$ cat src/sv/xxh64_pkg.sv
// ============================================================================
// xxh64_pkg: shared constants, types and helpers for the XXH64 hasher
// Primes, micro-operation codes and the command/status structs that join
// the controller to the datapath.
// ============================================================================
`default_nettype none

package xxh64_pkg;

   // XXH64 primes
   localparam logic [63:0] PRIME1 = 64'h9e3779b185ebca87;
   localparam logic [63:0] PRIME2 = 64'hc2b2ae3d27d4eb4f;
   localparam logic [63:0] PRIME3 = 64'h165667b19e3779f9;
   localparam logic [63:0] PRIME4 = 64'h85ebca77c2b2ae63;
   localparam logic [63:0] PRIME5 = 64'h27d4eb2f165667c5;

   // bytes in one full message word
   localparam logic [3:0]  WORD_BYTES = 4'd8;

   // multiplier operand selection
   typedef enum logic [3:0] {
      A_SRC,      // buffered word, or the current word for index three
      A_LANE,     // lane accumulator at index
      A_ROT31K,   // rotl(k, 31)
      A_ROT27H,   // rotl(h, 27)
      A_ROT23H,   // rotl(h, 23)
      A_ROT11H,   // rotl(h, 11)
      A_H,        // h as is
      A_WORD32,   // low half of the current word
      A_BYTE,     // byte of the current word at index
      A_AV33,     // h ^ (h >> 33)
      A_AV29      // h ^ (h >> 29)
   } opa_type;

   // multiplier constant selection
   typedef enum logic [1:0] {
      K_P1,
      K_P2,
      K_P3,
      K_P5
   } ksel_type;

   // where the product goes
   typedef enum logic [2:0] {
      W_KLANE,    // k = lane[idx] + p
      W_KSET,     // k = p
      W_LANE,     // lane[idx] = p
      W_HXOR,     // h ^= p
      W_HP4,      // h = p + prime4
      W_HP3,      // h = p + prime3
      W_HSET      // h = p
   } post_type;

   // controller to datapath
   typedef struct packed {
      logic       accept;       // capture the input word
      logic       issue;        // start a multiply
      logic       write;        // retire a multiply
      opa_type    opa;
      ksel_type   ksel;
      post_type   post;
      logic [2:0] idx;          // lane, buffer or byte index
      logic       stripe_done;  // stripe retired
      logic       hrot;         // h = (idx ? h : 0) + rotl(lane[idx])
      logic       short_key;    // h = lane2 + prime5
      logic       add_len;      // h += length
      logic       emit;         // finalise and load the result register
   } dp_cmd_type;

   // datapath to controller
   typedef struct packed {
      logic       in_last;      // incoming word is the last one
      logic       in_full;      // incoming byte count is eight or more
      logic [1:0] pos;          // words held in the stripe buffer
      logic [3:0] cnt;          // tail byte count of the last word
      logic       seen;         // a stripe has been processed
      logic       last;         // the word held is the last one
   } dp_status_type;

   function automatic logic [63:0] rotl64(input logic [63:0] v, input int unsigned r);
      rotl64 = (v << r) | (v >> (64 - r));
   endfunction

   function automatic logic [63:0] prime_of(input ksel_type k);
      logic [63:0] p;
      case (k)
         K_P1:    p = PRIME1;
         K_P2:    p = PRIME2;
         K_P3:    p = PRIME3;
         K_P5:    p = PRIME5;
         default: p = PRIME1;
      endcase
      prime_of = p;
   endfunction

endpackage

`default_nettype wire

$ cat src/sv/xxh64_ctrl.sv
// ============================================================================
// xxh64_ctrl: sequencer of the XXH64 hasher
// One-hot state machine that steps the datapath through stripe rounds,
// lane merge, tail steps and avalanche, and owns the handshakes.
// ============================================================================
`default_nettype none

module xxh64_ctrl (
   input  logic                     clock,
   input  logic                     reset,
   input  logic                     req_valid,
   output logic                     req_ready,
   output logic                     rsp_valid,
   input  logic                     rsp_ready,
   input  xxh64_pkg::dp_status_type status,
   output xxh64_pkg::dp_cmd_type    cmd
);
   import xxh64_pkg::*;

   typedef enum logic [10:0] {
      S_IDLE     = 11'b00000000001,
      S_STRIPE   = 11'b00000000010,
      S_MRG_ROT  = 11'b00000000100,
      S_MRG_LANE = 11'b00000001000,
      S_SHORT    = 11'b00000010000,
      S_ADDLEN   = 11'b00000100000,
      S_TAIL8    = 11'b00001000000,
      S_TAIL4    = 11'b00010000000,
      S_TAIL1    = 11'b00100000000,
      S_AVAL     = 11'b01000000000,
      S_EMIT     = 11'b10000000000
   } state_type;

   state_type  state_ff, state_in;
   logic [1:0] step_ff, step_in;
   logic       wr_ff, wr_in;
   logic [2:0] idx_ff, idx_in;
   logic       rsp_valid_ff, rsp_valid_in;

   logic       accept;
   logic       mul_state;
   logic       last_step;
   logic       item_done;
   logic       word_done;
   logic       out_free;
   state_type  after_state;
   logic [2:0] after_idx;
   opa_type    opa;
   ksel_type   ksel;
   post_type   post;

   assign req_ready = (state_ff == S_IDLE);
   assign accept    = req_valid && req_ready;
   assign mul_state = state_ff inside {S_STRIPE, S_MRG_LANE, S_TAIL8, S_TAIL4, S_TAIL1, S_AVAL};
   assign last_step = (state_ff inside {S_MRG_LANE, S_TAIL8}) ? (step_ff == 2'd2)
                                                               : (step_ff == 2'd1);
   assign item_done = mul_state && wr_ff && last_step;
   assign word_done = (state_ff == S_TAIL8) && (idx_ff == 3'd3);
   assign out_free  = !rsp_valid_ff || rsp_ready;

   // what follows the length step and the buffered 8-byte steps
   always_comb begin
      after_idx = 3'd0;
      if (status.cnt[3] && !word_done) begin
         after_state = S_TAIL8;
         after_idx   = 3'd3;
      end else if (status.cnt[3]) begin
         after_state = S_AVAL;
      end else if (status.cnt[2]) begin
         after_state = S_TAIL4;
      end else if (status.cnt != 4'd0) begin
         after_state = S_TAIL1;
      end else begin
         after_state = S_AVAL;
      end
   end

   // micro-operation of each multiply step
   always_comb begin
      opa  = A_H;
      ksel = K_P1;
      post = W_HSET;
      case (state_ff)
         S_STRIPE: begin
            if (step_ff == 2'd0) begin
               opa = A_SRC;    ksel = K_P2; post = W_KLANE;
            end else begin
               opa = A_ROT31K; ksel = K_P1; post = W_LANE;
            end
         end
         S_MRG_LANE: begin
            case (step_ff)
               2'd0:    begin opa = A_LANE;   ksel = K_P2; post = W_KSET; end
               2'd1:    begin opa = A_ROT31K; ksel = K_P1; post = W_HXOR; end
               default: begin opa = A_H;      ksel = K_P1; post = W_HP4;  end
            endcase
         end
         S_TAIL8: begin
            case (step_ff)
               2'd0:    begin opa = A_SRC;    ksel = K_P2; post = W_KSET; end
               2'd1:    begin opa = A_ROT31K; ksel = K_P1; post = W_HXOR; end
               default: begin opa = A_ROT27H; ksel = K_P1; post = W_HP4;  end
            endcase
         end
         S_TAIL4: begin
            if (step_ff == 2'd0) begin
               opa = A_WORD32; ksel = K_P1; post = W_HXOR;
            end else begin
               opa = A_ROT23H; ksel = K_P2; post = W_HP3;
            end
         end
         S_TAIL1: begin
            if (step_ff == 2'd0) begin
               opa = A_BYTE;   ksel = K_P5; post = W_HXOR;
            end else begin
               opa = A_ROT11H; ksel = K_P1; post = W_HSET;
            end
         end
         S_AVAL: begin
            if (step_ff == 2'd0) begin
               opa = A_AV33; ksel = K_P2; post = W_HSET;
            end else begin
               opa = A_AV29; ksel = K_P3; post = W_HSET;
            end
         end
         default: begin
            opa = A_H;
         end
      endcase
   end

   // sequencing
   always_comb begin
      state_in = state_ff;
      step_in  = step_ff;
      wr_in    = wr_ff;
      idx_in   = idx_ff;

      cmd       = '0;
      cmd.issue = mul_state && !wr_ff;
      cmd.write = mul_state && wr_ff;
      cmd.opa   = opa;
      cmd.ksel  = ksel;
      cmd.post  = post;
      cmd.idx   = idx_ff;

      // each multiply is an issue step then a write step, tracked by wr_ff
      if (mul_state) begin
         if (!wr_ff) begin
            wr_in = 1'b1;
         end else begin
            wr_in   = 1'b0;
            step_in = last_step ? 2'd0 : step_ff + 2'd1;
         end
      end

      case (state_ff)
         S_IDLE: begin
            if (accept) begin
               cmd.accept = 1'b1;
               idx_in     = 3'd0;
               step_in    = 2'd0;
               if (status.pos == 2'd3 && (!status.in_last || status.in_full)) begin
                  state_in = S_STRIPE;
               end else if (status.in_last) begin
                  state_in = status.seen ? S_MRG_ROT : S_SHORT;
               end
            end
         end
         S_STRIPE: begin
            if (item_done) begin
               if (idx_ff == 3'd3) begin
                  cmd.stripe_done = 1'b1;
                  idx_in          = 3'd0;
                  state_in        = status.last ? S_MRG_ROT : S_IDLE;
               end else begin
                  idx_in = idx_ff + 3'd1;
               end
            end
         end
         S_MRG_ROT: begin
            cmd.hrot = 1'b1;
            if (idx_ff == 3'd3) begin
               idx_in   = 3'd0;
               state_in = S_MRG_LANE;
            end else begin
               idx_in = idx_ff + 3'd1;
            end
         end
         S_MRG_LANE: begin
            if (item_done) begin
               if (idx_ff == 3'd3) begin
                  state_in = S_ADDLEN;
               end else begin
                  idx_in = idx_ff + 3'd1;
               end
            end
         end
         S_SHORT: begin
            cmd.short_key = 1'b1;
            state_in      = S_ADDLEN;
         end
         S_ADDLEN: begin
            cmd.add_len = 1'b1;
            if (status.pos != 2'd0) begin
               state_in = S_TAIL8;
               idx_in   = 3'd0;
            end else begin
               state_in = after_state;
               idx_in   = after_idx;
            end
         end
         S_TAIL8: begin
            if (item_done) begin
               if (idx_ff != 3'd3 && (idx_ff + 3'd1) < {1'b0, status.pos}) begin
                  idx_in = idx_ff + 3'd1;
               end else begin
                  state_in = after_state;
                  idx_in   = after_idx;
               end
            end
         end
         S_TAIL4: begin
            if (item_done) begin
               if (status.cnt > 4'd4) begin
                  state_in = S_TAIL1;
                  idx_in   = 3'd4;
               end else begin
                  state_in = S_AVAL;
               end
            end
         end
         S_TAIL1: begin
            if (item_done) begin
               if (({1'b0, idx_ff} + 4'd1) < status.cnt) begin
                  idx_in = idx_ff + 3'd1;
               end else begin
                  state_in = S_AVAL;
               end
            end
         end
         S_AVAL: begin
            if (item_done) begin
               state_in = S_EMIT;
            end
         end
         S_EMIT: begin
            if (out_free) begin
               cmd.emit = 1'b1;
               state_in = S_IDLE;
            end
         end
         default: begin
            state_in = S_IDLE;
         end
      endcase
   end

   // result register valid: held until the sink takes the transfer
   assign rsp_valid_in = cmd.emit || (rsp_valid_ff && !rsp_ready);
   assign rsp_valid    = rsp_valid_ff;

   always_ff @(posedge clock) begin
      if (reset) begin
         state_ff     <= S_IDLE;
         step_ff      <= 2'd0;
         wr_ff        <= 1'b0;
         idx_ff       <= 3'd0;
         rsp_valid_ff <= 1'b0;
      end else begin
         state_ff     <= state_in;
         step_ff      <= step_in;
         wr_ff        <= wr_in;
         idx_ff       <= idx_in;
         rsp_valid_ff <= rsp_valid_in;
      end
   end

   // byte steps never run past the tail byte count
   a_tail1_idx: assert property (@(posedge clock) disable iff (reset)
      (state_ff == S_TAIL1) |-> (({1'b0, idx_ff}) < status.cnt))
      else $error("byte step index beyond tail count");

   // 8-byte steps read only buffered words or the current word
   a_tail8_idx: assert property (@(posedge clock) disable iff (reset)
      (state_ff == S_TAIL8) |-> ((idx_ff == 3'd3) || (idx_ff < {1'b0, status.pos})))
      else $error("8-byte step reads an unwritten buffer entry");

   // a last word closes the input until its hash is out
   a_last_blocks: assert property (@(posedge clock) disable iff (reset)
      (accept && status.in_last) |=> !req_ready)
      else $error("input taken while a message is finishing");

   // finalising loads the result register and returns to idle
   a_emit: assert property (@(posedge clock) disable iff (reset)
      (state_ff == S_EMIT && out_free) |=> (rsp_valid_ff && state_ff == S_IDLE))
      else $error("hash not presented after finalise");

endmodule

`default_nettype wire

$ cat config.mk
export PLATFORM = sky130hd
export DESIGN_NAME = xxh64_ctrl
export DESIGN_NICKNAME = d
export VERILOG_FILES = /design/src/sv/xxh64_pkg.sv /design/src/sv/xxh64_ctrl.sv
export SDC_FILE = /design/constraint.sdc
export NUM_CORES = 1
export LEC_CHECK = 0
export BUFFER_PORTS_ARGS = -buffer_cell sky130_fd_sc_hd__clkbuf_2
export CAP_MARGIN = 10
export CORE_MARGIN = 4
export CORE_UTILIZATION = 34
export DETAILED_ROUTE_END_ITERATION = 7
export PLACE_DENSITY = 0.59
export REMOVE_ABC_BUFFERS = 1
export SLEW_MARGIN = 10
export SYNTH_ARGS = -nofsm -noshare
export SYNTH_HDL_FRONTEND = slang
export SYNTH_SLANG_ARGS = --single-unit
$ cat constraint.sdc
create_clock -name clock -period 2.53 [get_ports clock]
set_clock_uncertainty 0.05 [all_clocks]
set_input_delay 0.253 -clock clock [delete_from_list [all_inputs] [get_ports clock]]
set_output_delay 0.253 -clock clock [all_outputs]
set_load 0.03 [all_outputs]
==> summary.md <==
| Metric | Value |
|---|---|
| Critical Path AT | 2.32 ns |
| Delay-heaviest family, CP | simple AND/OR/NAND/NOR gates |
| Synth cell types | 59 |
| Status | finished with violations |
| GRT Util Overall | 17.6% |
| CP max stage cell | or4_4 |
| Top Ports | 36 |
| #FFs+latches synth | 18 |
| Die height | between 70 and 80 um |
| Setup_tns | -0.427 ns |
| Period utilisation layout | 104% |
| First-pass GRT wire length | 8810 um |
| Layout fillers | about 480 |
| Syn_area_per_cell | 7.78 um^2 |
| Relative slew slack | 62.6% |
| Area grow syn2layout | 38.3% |
| Htree depth | 1 |
| Drt total wl | 5640 um |
| DP Worst Slack | -0.0286 ns |
| CP endpoint kind | output pin |
| Core Rows | 25 |
| Max Root-Sink Buffers | 2 |
| Via/cell ratio | 5.42 |
| DR vias | 1924 |
| Slew Viols, Final | 0 |
| Horiz. Die Dim | just under 80 um |
| CTS tree | built |
| Commonest cells after routing, fill and taps aside | buf_4 (39), nor2_1 (29), clkbuf_2 (27) |
| Setup crit start | state_ff[2] |
| Worst path bufs/invs | 2 |
| Max rail drop VDD | 0.000266 V |
| RSZ-0062 raised after global routing | true |
| Share of cells above drive strength 1 | 38.2% |
| Sequential area share after synthesis | 20.7% |
| Clk sink count | 18 |
| Worst-Margin Slew | 0.562 ns |
| Warnings from Yosys | 0 |
| Post-route ant nets | 0 |
| Nets | between 300 and 400 |
| CTS Buf Count | 3 |
| Crit path cell chain | or4_4 > nor4_4 > a221oi_2 > a211oi_4 > buf_4 > and3_1 > clkbuf_4 |
| Dpl hpwl | 4330 um |
| Max Cap Violations | 0 |
| Startpoint Class | flop |
| Post-synthesis cell area | 1740 um^2 |
| Setup WS post-layout | -0.0954 ns |
| Critical setup path kind | flop to output pin |
| Ys flop type | dfxtp_1 |
| Drt first pass iters | 4 |
| Worst path required time | 2.23 ns |
| Hold Vio Cnt, Final | 0 |
| CTS root buf | clkbuf_8 |
| Vias in the first global route | roughly 1800 |
| Power per cell area | approximately 610 nW/um^2 |
| Worst hold path class | input pin to flop |
| Async SR Flop Fraction | 0% |
| # DRC | 0 |
| Core area | 4850 um^2 |
| Commonest non-fill, non-tap cell in the layout | buf_4 |
| Global route total overflow | 0 |
| Hold buffers post-CTS | 0 |
| Min cycle time layout | 2.63 ns |
| Initial drt markers | ~210 |
| Worst-path maximum fanout | 4 |
| Max frequency | 0.381 GHz |
| Met1 Track Usage GR | about a quarter |
| Ant diodes | 0 |
| R2r startpoint | state_ff[2] |
| Post-DP Area | 2190 um^2 |
| Post-Synthesis Cells | 224 |
| Met2 usage | 27.9% |
| Hold Startpoint | rsp_ready |
| Busiest grt layer | met2 |
| Largest net degree at the start of global routing | 18 |
| Post-synth EDFFs | 0 |
| Post-DR wirelength/cell | 15.9 um |
| Overall power | approximately 0.0015 W |
| Met3 Use GR | about 2.1% |
| Placer Congestion | around 0.91 |
| Die area | 6340 um^2 |
| Static leakage | 1.10 nW |
| Post-route cell area | roughly 2400 um^2 |
| Failing checks | setup timing |
| Initial antenna violation count | 0 |
| Crit path largest cell delay | about 0.59 ns |
| Count of final setup violators | 12 |
| Final hold slack | 0.247 ns |
| Initial core utilization | a little over a third |
| CTS clk-pin slew, worst paths | 0.07 ns |
| PortBufs | 35 |
| Clk_lat worst skew | 0.26 ns |
[registers in the layout (all words and copies together), names as in the netlist]
name       cells
state_ff      11
idx_ff         3
step_ff        2
rsp_valid      1
wr_ff          1
[power breakdown]
group,total [W],leakage [nW],switching [W],internal (W)
combinational,0.000892,0.927,0.000480,0.000412
clock,0.000247,0.0288,0.000109,0.000138
sequential,0.000338,0.148,0.0000256,0.000313
[final timing paths]
check	endpoint	slack, ns	cells after the start
worst min-delay path	rsp_valid	0.25	3
worst max register to register	idx_ff[0]	-0.04	8
worst min register to register	rsp_valid	0.47	2
worst max-delay path	cmd[4]	-0.1	7
[cells in the mapped netlist, types with 5 or more instances]
master / number / area share [%]
a21oi_1: 8 / 2.3
and2_1: 5 / 1.8
buf_2: 5 / 1.4
clkbuf_1: 6 / 1.3
dfxtp_1: 18 / 21
ha_1: 11 / 7.9
inv_1: 12 / 2.6
mux2i_1: 8 / 4.6
nand2_1: 16 / 3.4
nor2_1: 30 / 6.5
nor3_1: 7 / 2.0
o21ai_0: 12 / 3.4
xnor2_1: 5 / 2.5
[routing by layer]
metal | up-vias | wire [um]
met2 | 81 | 2530
met1 | 883 | 2660
met4 | 0 | 110
met3 | 10 | 335
met5 | - | 0
li1 | 950 | -
[cell families after synthesis]
logic type / synth area share (%)
muxes: 4.59
AOI/OAI and AO/OA: 22.6
xor gates and xnor gates: 3.02
adders and majority gates: 7.90
DFF: 20.7
buffers and inverters: 6.60
and+or+nand+nor: 34.6
[what timing repair did]
action | CTS | global route
resized for setup | 16 | 30
endpoints found under the setup margin | 10 | 24
buffers inserted | 1 | 3
pin swaps | 2 | 10
hold endpoints to repair | 0 | 0
[metrics by stage]
step	utilization [%]	instances
floorplan	-	211
global placement	45.1	347
detailed placement	45.1	347
CTS	47.6	352
global route	49.7	355
finish	49.7	355
[cell type report]
type | count | area, um^2 | area share [%]
Tap cell | 67 | 83.8 | 3.48
Inverter | 12 | 45.0 | 1.87
Timing Repair Buffer | 73 | 505 | 21.0
Multi-Input combinational cell | 181 | 1360 | 56.2
Clock buffer | 4 | 55.1 | 2.28
Sequential cell | 18 | 365 | 15.2
[worst register-to-register path, cell delays in order, from the launching register on]
cell	delay [ns]
dfxtp_2	0.35
or4_4	0.59
or4_4	0.53
buf_4	0.17
nor2_4	0.09
and2_1	0.17
o221a_2	0.27
mux2i_1	0.19
nor2_1	0.05
(Power assumes the default switching activity.)
